## src/hw/rtl/pgr_pkg.sv

```systemverilog
// Shared constants, types and fixed-point helpers of the grid resampler.
package pgr_pkg;

    localparam int TABLE_DEPTH = 1024;
    localparam int ADDR_W      = $clog2(TABLE_DEPTH);
    localparam int PTS_W       = ADDR_W + 1;
    localparam int CFG_W       = 11;
    localparam int COEF_W      = 48;
    localparam int AMAG_W      = 45;
    localparam int BMAG_W      = 33;
    localparam int PROD_W      = AMAG_W + BMAG_W;
    localparam int SHQ_W       = PROD_W - 16;
    localparam int DSR_W       = 47;
    localparam int DVD_W       = AMAG_W + 16;
    localparam int DIV_STEPS   = DVD_W;
    localparam int MUL_STEPS   = BMAG_W;
    localparam int CNT_W       = $clog2(DVD_W);
    localparam int WGT_W       = 17;

    typedef logic signed [COEF_W-1:0] coef_t;
    typedef logic signed [63:0]       wide_t;

    localparam coef_t COEF_LIM = 48'sd35184372088831;
    localparam logic [WGT_W-1:0] ONE_Q16 = 17'd65536;

    typedef enum logic [1:0] {
        ARITH_DIV,
        ARITH_MULQ,
        ARITH_MULRAW
    } arith_op_t;

    typedef struct packed {
        logic      start;
        arith_op_t op;
        coef_t     a;
        coef_t     b;
    } arith_req_t;

    typedef struct packed {
        logic  done;
        wide_t res;
    } arith_rsp_t;

    function automatic coef_t clamp_coef(input coef_t v);
        if (v > COEF_LIM) return COEF_LIM;
        if (v < -COEF_LIM) return -COEF_LIM;
        return v;
    endfunction

    function automatic coef_t mag_coef(input coef_t v);
        return (v < 0) ? -v : v;
    endfunction

    function automatic coef_t ext32(input logic signed [31:0] v);
        return {{(COEF_W-32){v[31]}}, v};
    endfunction

    function automatic logic signed [31:0] sat32(input wide_t v);
        if (v > 64'sd2147483647) return 32'sh7FFFFFFF;
        if (v < -64'sd2147483648) return 32'sh80000000;
        return v[31:0];
    endfunction

endpackage

```

## src/hw/rtl/pgr_arith.sv

```systemverilog
// Shared serial divide and multiply unit: one quotient or partial-product bit a cycle.
module pgr_arith (
    input  logic                  aclk,
    input  logic                  aresetn,
    input  pgr_pkg::arith_req_t   req,
    output pgr_pkg::arith_rsp_t   rsp
);

    localparam logic [pgr_pkg::DVD_W-1:0] LIM_Q = pgr_pkg::DVD_W'(pgr_pkg::COEF_LIM);
    localparam logic [pgr_pkg::SHQ_W-1:0] LIM_M = pgr_pkg::SHQ_W'(pgr_pkg::COEF_LIM);

    logic                        busy_reg;
    logic                        done_reg;
    pgr_pkg::arith_op_t          op_reg;
    logic [pgr_pkg::CNT_W-1:0]   cnt_reg;
    logic                        neg_reg;
    logic [pgr_pkg::DVD_W-1:0]   quo_reg;
    logic [pgr_pkg::DSR_W-1:0]   rem_reg;
    logic [pgr_pkg::DSR_W-1:0]   dsr_reg;
    logic [pgr_pkg::PROD_W-1:0]  acc_reg;
    logic [pgr_pkg::AMAG_W-1:0]  amag_reg;
    logic [pgr_pkg::BMAG_W-1:0]  bmag_reg;
    pgr_pkg::wide_t              res_reg;

    pgr_pkg::coef_t              num_c;
    pgr_pkg::coef_t              num_mag;
    pgr_pkg::coef_t              a_mag;
    pgr_pkg::coef_t              b_mag;
    logic [pgr_pkg::DSR_W:0]     trial;
    logic [pgr_pkg::DSR_W:0]     diff;
    logic                        fits;
    logic [pgr_pkg::DSR_W-1:0]   rem_next;
    logic [pgr_pkg::DVD_W-1:0]   quo_next;
    logic [pgr_pkg::PROD_W-1:0]  acc_next;
    pgr_pkg::coef_t              q_sat;
    pgr_pkg::coef_t              m_sat;
    pgr_pkg::wide_t              mag_out;

    always_comb begin
        num_c   = pgr_pkg::clamp_coef(req.a);
        num_mag = pgr_pkg::mag_coef(num_c);
        a_mag   = pgr_pkg::mag_coef(req.a);
        b_mag   = pgr_pkg::mag_coef(req.b);

        trial    = {rem_reg, quo_reg[pgr_pkg::DVD_W-1]};
        diff     = trial - {1'b0, dsr_reg};
        fits     = (trial >= {1'b0, dsr_reg});
        rem_next = fits ? diff[pgr_pkg::DSR_W-1:0] : trial[pgr_pkg::DSR_W-1:0];
        quo_next = {quo_reg[pgr_pkg::DVD_W-2:0], fits};

        acc_next = {acc_reg[pgr_pkg::PROD_W-2:0], 1'b0}
                 + (bmag_reg[pgr_pkg::BMAG_W-1] ? pgr_pkg::PROD_W'(amag_reg)
                                               : '0);

        q_sat = (quo_next > LIM_Q) ? pgr_pkg::COEF_LIM : quo_next[pgr_pkg::COEF_W-1:0];
        m_sat = (acc_next[pgr_pkg::PROD_W-1:16] > LIM_M) ? pgr_pkg::COEF_LIM
              : acc_next[pgr_pkg::COEF_W+15:16];

        case (op_reg)
            pgr_pkg::ARITH_DIV:    mag_out = pgr_pkg::wide_t'(q_sat);
            pgr_pkg::ARITH_MULQ:   mag_out = pgr_pkg::wide_t'(m_sat);
            pgr_pkg::ARITH_MULRAW: mag_out = {1'b0, acc_next[62:0]};
            default:               mag_out = '0;
        endcase
    end

    always_ff @(posedge aclk) begin
        if (!aresetn) begin
            busy_reg <= 1'b0;
            done_reg <= 1'b0;
        end else begin
            done_reg <= 1'b0;
            if (!busy_reg && req.start) begin
                op_reg <= req.op;
                if (req.op == pgr_pkg::ARITH_DIV) begin
                    if (req.b == '0) begin
                        // zero gap: saturate by the sign of the numerator
                        done_reg <= 1'b1;
                        if (num_c > 0) begin
                            res_reg <= pgr_pkg::wide_t'(pgr_pkg::COEF_LIM);
                        end else if (num_c < 0) begin
                            res_reg <= -pgr_pkg::wide_t'(pgr_pkg::COEF_LIM);
                        end else begin
                            res_reg <= '0;
                        end
                    end else begin
                        busy_reg <= 1'b1;
                        cnt_reg  <= pgr_pkg::CNT_W'(pgr_pkg::DIV_STEPS - 1);
                        quo_reg  <= {num_mag[pgr_pkg::AMAG_W-1:0], 16'b0};
                        rem_reg  <= '0;
                        dsr_reg  <= b_mag[pgr_pkg::DSR_W-1:0];
                        neg_reg  <= num_c[pgr_pkg::COEF_W-1] ^ req.b[pgr_pkg::COEF_W-1];
                    end
                end else begin
                    busy_reg <= 1'b1;
                    cnt_reg  <= pgr_pkg::CNT_W'(pgr_pkg::MUL_STEPS - 1);
                    acc_reg  <= '0;
                    amag_reg <= a_mag[pgr_pkg::AMAG_W-1:0];
                    bmag_reg <= b_mag[pgr_pkg::BMAG_W-1:0];
                    neg_reg  <= req.a[pgr_pkg::COEF_W-1] ^ req.b[pgr_pkg::COEF_W-1];
                end
            end else if (busy_reg) begin
                quo_reg  <= quo_next;
                rem_reg  <= rem_next;
                acc_reg  <= acc_next;
                bmag_reg <= {bmag_reg[pgr_pkg::BMAG_W-2:0], 1'b0};
                if (cnt_reg == '0) begin
                    busy_reg <= 1'b0;
                    done_reg <= 1'b1;
                    res_reg  <= neg_reg ? -mag_out : mag_out;
                end else begin
                    cnt_reg <= cnt_reg - 1'b1;
                end
            end
        end
    end

    assign rsp.done = done_reg;
    assign rsp.res  = res_reg;

endmodule

```

## config.mk

```make
export PLATFORM = sky130hd
export DESIGN_NAME = pgr_arith
export DESIGN_NICKNAME = d
export VERILOG_FILES = /design/src/hw/rtl/pgr_pkg.sv /design/src/hw/rtl/pgr_arith.sv
export SDC_FILE = /design/constraint.sdc
export NUM_CORES = 1
export LEC_CHECK = 0
export BUFFER_PORTS_ARGS = -buffer_cell sky130_fd_sc_hd__buf_2
export CAP_MARGIN = 30
export CORE_MARGIN = 5
export CORE_UTILIZATION = 30
export DETAILED_ROUTE_END_ITERATION = 6
export PLACE_DENSITY_LB_ADDON = 0.25
export SLEW_MARGIN = 20
export SYNTH_ARGS = -nofsm -noshare
export SYNTH_HDL_FRONTEND = slang
export SYNTH_SLANG_ARGS = --single-unit
```

## constraint.sdc

```tcl
create_clock -name aclk -period 8.6 [get_ports aclk]
set_input_delay 0 -clock aclk [delete_from_list [all_inputs] [get_ports aclk]]
set_output_delay 0 -clock aclk [all_outputs]
set_load 0.05 [all_outputs]
```

# Word level (Yosys, flattened, before mapping)
# Cells that the tools add are included.
[totals]
output_inout_bits = 65
input_bits = 101
wordCells = 111
reg_bits = 385
[op_classes]
n_bitwise = 4
reduce_logical = 16
n_lt_le_gt_ge = 9
muxes = 54
n_eq_ne = 9
add_sub_neg = 7
[op_table]
columns = ["operator", "count"]
rows = [
  ["$mux 64", 8],
  ["$mux 48", 6],
  ["$mux 47", 6],
  ["$mux 61", 4],
  ["$mux 77", 3],
  ["$pmux 64 s3", 1],
  ["$lt 48x1->1 const B", 3],
  ["$mux 45", 3],
  ["$mux 33", 3],
  ["$neg 45->45", 2],
  ["$add 78x45->78", 1],
  ["$neg 64->64", 1],
  ["$gt 62x45->1 const B", 1],
  ["$gt 61x45->1 const B", 1],
  ["$ge 48x47->1", 1],
  ["$gt 48x1->1 const B", 1],
  ["$gt 48x46->1 const B", 1],
  ["$logic_not 48->1", 1],
  ["$lt 48x46->1 const B", 1],
  ["$neg 47->47", 1],
  ["$sub 47x47->47", 1],
  ["$mux 6", 5],
  ["$mux 1", 15],
  ["$reduce_and 4->1", 3],
  ["other kinds (16)", 26],
]

# Logic depth before layout (Yosys ltp)
[logic_depth]
word_depth = 11
depth_mapped = 31
mapped_depth_nobuf = 30

# Worst setup path after synthesis
# No wires, ideal clock.
[synth_timing]
path_kind = "input -> register"
start = "input req[0] (netlist name)"
end = "register dsr_reg[0] (netlist name) (enable)"
path_slack_ns = 2.138
setup_ns = 0.573
required_ns = 8.027
arrival_ns = 5.889
path_buffers = 0
stages = 15
cell_sequence = "inv_1 > ha_1 > inv_1 > or2_2 > nor2_1 > nand2_1 > or4_1 > inv_1 > nand2_1 > or4_1 > or4_1 > or4_1 > or3_1 > nor3_1 > nor4_1"
[synth_between]
elab_chain_cells = 3
[synth_rtl]
columns = ["element", "line_no", "text"]
rows = [
  ["start: declaration", "pgr_arith.sv:5", "input pgr_pkg::arith_req_t req,"],
  ["$logic_not 48->1", "pgr_arith.sv:76", "if (req.b == '0) begin"],
  ["$not 1->1 (no line)", "-", ""],
  ["$reduce_and 4->1 (no line)", "-", ""],
  ["end signal: assignment", "pgr_arith.sv:91", "dsr_reg <= b_mag[pgr_pkg::DSR_W-1:0];"],
  ["end: declaration", "pgr_arith.sv:19", "logic [pgr_pkg::DSR_W-1:0] dsr_reg;"],
]
# Every way passes these cells.
# A chain may end at the register's enable or synchronous reset.

# Worst setup path after layout
[layout_timing]
start = "register bmag_reg[32] (netlist name)"
end = "register res_reg[58] (data pin)"
[layout_between]
elab_chain_cells = 10
[layout_rtl]
columns = ["element", "line_no", "text"]
rows = [
  ["start: declaration", "pgr_arith.sv:22", "logic [pgr_pkg::BMAG_W-1:0] bmag_reg;"],
  ["start signal: assignment", "pgr_arith.sv:99", "bmag_reg <= b_mag[pgr_pkg::BMAG_W-1:0];"],
  ["start signal: assignment", "pgr_arith.sv:106", "bmag_reg <= {bmag_reg[pgr_pkg::BMAG_W-2:0], 1'b0};"],
  ["$mux 45 *", "pgr_arith.sv:52", "+ (bmag_reg[pgr_pkg::BMAG_W-1] ? pgr_pkg::PROD_W'(amag_reg)"],
  ["$add 78x45->78 *", "pgr_arith.sv:52", ""],
  ["$gt 62x45->1", "pgr_arith.sv:56", "m_sat = (acc_next[pgr_pkg::PROD_W-1:16] > LIM_M) ? pgr_pkg::COEF_LIM"],
  ["$mux 48", "pgr_arith.sv:56", ""],
  ["$pmux 64 s3 *", "pgr_arith.sv:59", "case (op_reg)"],
  ["$neg 64->64", "pgr_arith.sv:110", "res_reg <= neg_reg ? -mag_out : mag_out;"],
  ["$mux 64 *", "pgr_arith.sv:110", ""],
  ["$mux 64 *", "pgr_arith.sv:107", "if (cnt_reg == '0) begin"],
  ["$mux 64 *", "pgr_arith.sv:102", "end else if (busy_reg) begin"],
  ["$mux 64 *", "pgr_arith.sv:73", "if (!busy_reg && req.start) begin"],
  ["end signal: assignment", "pgr_arith.sv:80", "res_reg <= pgr_pkg::wide_t'(pgr_pkg::COEF_LIM);"],
  ["end signal: assignment", "pgr_arith.sv:82", "res_reg <= -pgr_pkg::wide_t'(pgr_pkg::COEF_LIM);"],
  ["end signal: assignment", "pgr_arith.sv:110", ""],
  ["end: declaration", "pgr_arith.sv:23", "pgr_pkg::wide_t res_reg;"],
]
# Every way passes the cells marked *; elsewhere a longest branch is shown, timed or not. The select of a mux whose other input is x is not followed.

==> results.toml <==
[status]
status = "finished clean"

[critical_path]
critPathMaxStageDelay_ns = 0.70
worstPathRequired_ns = 8.91
critical_path_class = "reg -> reg"
worst-path-buf-inv = 0
ff2ff_setup_slack_ns = 0.76
cp-start-kind = "flip-flop"
cp_top_family = "simple AND/OR/NAND/NOR gates"
crit_chain = "and2_1, ha_1, nand3_1, or3_2, a2111o_1, o211ai_2, o2111ai_2, a21oi_1, nor2_1, nor4_1, xnor2_1, or4b_4, nor4_1, or2_2, ha_1, and3_1, a22oi_1, nand4b_1, nor4_2, nand3_2, o41ai_1, xor2_1, a21oi_1"
arrival_ns = 8.15
cp-end-kind = "flip-flop"
path_max_fanout = 21
critPathSlowestCell = "edfxtp_1"

[sta]
finalCritPeriodShare = 0.912
finClkSkew_ns = 0.0634
period_needed_ns = 7.84
hold_violations = 0
slew_violations = 0
setup_tns_ns = 0
max_slew.worst_pin.slew_ns = 0.935
slew_headroom = 0.369
setup_slack_ns = 0.759
setup_violations = 0
fmax_mhz = 128
rsz0062_at_grt = "false"

[floorplanning]
core-area_um2 = 89600
ioPinCount = 166
die_h_um = 310
die_area_um2 = 96000
fp.dieW_um = 310
num_rows = 110
start_util = 0.301

[logic_synthesis]
netlist.top_cell.by_area = "edfxtp_1"
synth_top_cell_area_share = 0.426
synth-edff-count = 383
synth_warnings = 0
synth.area.top_cells = "edfxtp_1 43%, xnor2_1 6.2%, nor2_1 5.3%"
synth-seq-cells = 385
synthCells = 2997
syn_area_um2 = 27000
ys_seq_area_frac = 0.428
ys_async_sr_fraction = 0
synth_area_per_cell_um2 = 9.00
synthFlopType = "edfxtp_1"
syn_nets = 3197
synthTopCellsByCount = "383 x edfxtp_1, 383 x nor2_1, 325 x nand2_1"
ys_types = 105

[detailed_routing]
routedWlPerCell_um = 20.6
ant_nets = 0
vias = 23361
routed_wl_um = 91500
first_iter_violations = 1855
drcViolationCount = 0
routed_via_density = 5.25
drt_first_pass_iters = 5

[layout]
fillers = 9247
final_cell_area_um2 = 32000
area_delta_synth_final_pct = 18.6
largest_register_ffs = 77
final_core_util = 0.357
finalNetCount = 3438
drive_gt1_frac = 0.108

[placed_design]
gp_congestion = 0.914
place_hpwl_um = 68000
pre_cts_ws_ns = 0.838
io_buffers = 165
placed_area_um2 = 29100

[clock_network]
cts_resized = 0
clock_path_buffers = 3
ctsHoldBuffers = 134
clk_pin_slew_ns = 0.06
cts_tree = "yes"
cts_setup_buffers = 0
cts-root-buf = "clkbuf_16"
htree_levels = 2
insertion_delay_ns = 0.64
cts_inserted_buffers = 47
clock_sinks = 385

[grt]
grt_overflow = 0
grt_pass1_vias = 22533
grt_max_degree = 182
grt_usage = 0.184
antenna_found_initial = 3
grt_pass1_wl_um = 138000

[job]
cap_violations = 0

[pwr]
total_power_mw = 5.62
power_density_nw_per_um2 = 176
max-vdd-ir-drop_mv = 0.153
power_leakage_nw = 12.0

[min_path]
min_path_type = "in -> reg"
==> final timing paths <==
kind,cells after the start,start,to
hold reg to reg,2,bmag_reg[28],bmag_reg[29]
hold / removal,4,req[93],quo_reg[31]
setup reg to reg,23,bmag_reg[32],res_reg[58]
setup / recovery,23,bmag_reg[32],res_reg[58]
==> where the power goes <==
part | internal (mW) | switching (mW)
sequential | 2.23 | 0.0625
clock | 1.16 | 0.866
combinational | 0.477 | 0.823
==> cells by family (layout without fill, tap and decap cells) <==
group | count (synthesis) | count (layout) | synth area share
adder cells (fa/ha/maj) | 99 | 99 | 0.0465
multiplexers | 13 | 13 | 0.00482
AND/OR/NAND/NOR | 1133 | 1133 | 0.201
buffers and inverters | 274 | 550 | 0.0398
flip-flops | 385 | 385 | 0.428
XOR/XNOR | 283 | 283 | 0.0919
AO/OA/AOI/OAI | 810 | 810 | 0.189
other | 0 | 2 | 0
==> placed cells by master (no fill, tap or decap), drive strengths merged, types with 15 or more instances in the layout <==
master,n
nor2,384
edfxtp,383
nand2,326
a21oi,249
o21ai,234
buf,213
xnor2,190
dlygate4sd3,134
inv,117
ha,97
xor2,93
and2,89
clkbuf,57
nor3,47
a21o,46
nand3,44
o31ai,42
nand2b,36
nor4,33
a31oi,31
or3,29
nand4,27
nor2b,27
o22ai,25
and3,25
o21a,22
clkinv,22
o211ai,19
or4,18
or2,17
o41ai,15
==> routing by layer <==
| layer | global-route usage | share of wire | up-vias |
|---|---|---|---|
| li1 | - | - | 11297 |
| met5 | 0 | 0.00014 | - |
| met3 | 0.0233 | 0.054 | 108 |
| met2 | 0.312 | 0.47 | 640 |
| met4 | 0.0401 | 0.022 | 2 |
| met1 | 0.254 | 0.45 | 11314 |
==> through the flow <==
| step | cells | hold slack, ns |
|---|---|---|
| 2_1_floorplan | 2997 | 0.0989 |
| 3_3_place_gp | 4229 | 0.224 |
| 3_5_place_dp | 4229 | 0.226 |
| 4_1_cts | 4447 | 0.0182 |
| 5_1_grt | 4450 | 0.0611 |
| 6_report | 4451 | 0.0433 |
==> worst register-to-register path, delay by kind of cell (launching register included) <==
| kind | cells | cell delay [ns] |
|---|---|---|
| and+or+nand+nor | 12 | 4.10 |
| AOI/OAI and AO/OA | 7 | 1.74 |
| DFF | 1 | 0.70 |
| adders and majority gates | 2 | 0.63 |
| xor gates and xnor gates | 2 | 0.39 |
==> cell type report <==
type                            instances  area [um2]  area share
Clock buffer                           55        1210      0.0377
Timing Repair Buffer                  349        2570      0.0805
Tap cell                             1176        1470      0.0460
Clock inverter                         29         344      0.0108
Antenna cell                            2        5.00    0.000156
Multi-Input combinational cell       2338       14400       0.451
Inverter                              117         439      0.0137
Sequential cell                       385       11500       0.361
Note: power is estimated with default switching activity, not from simulation.
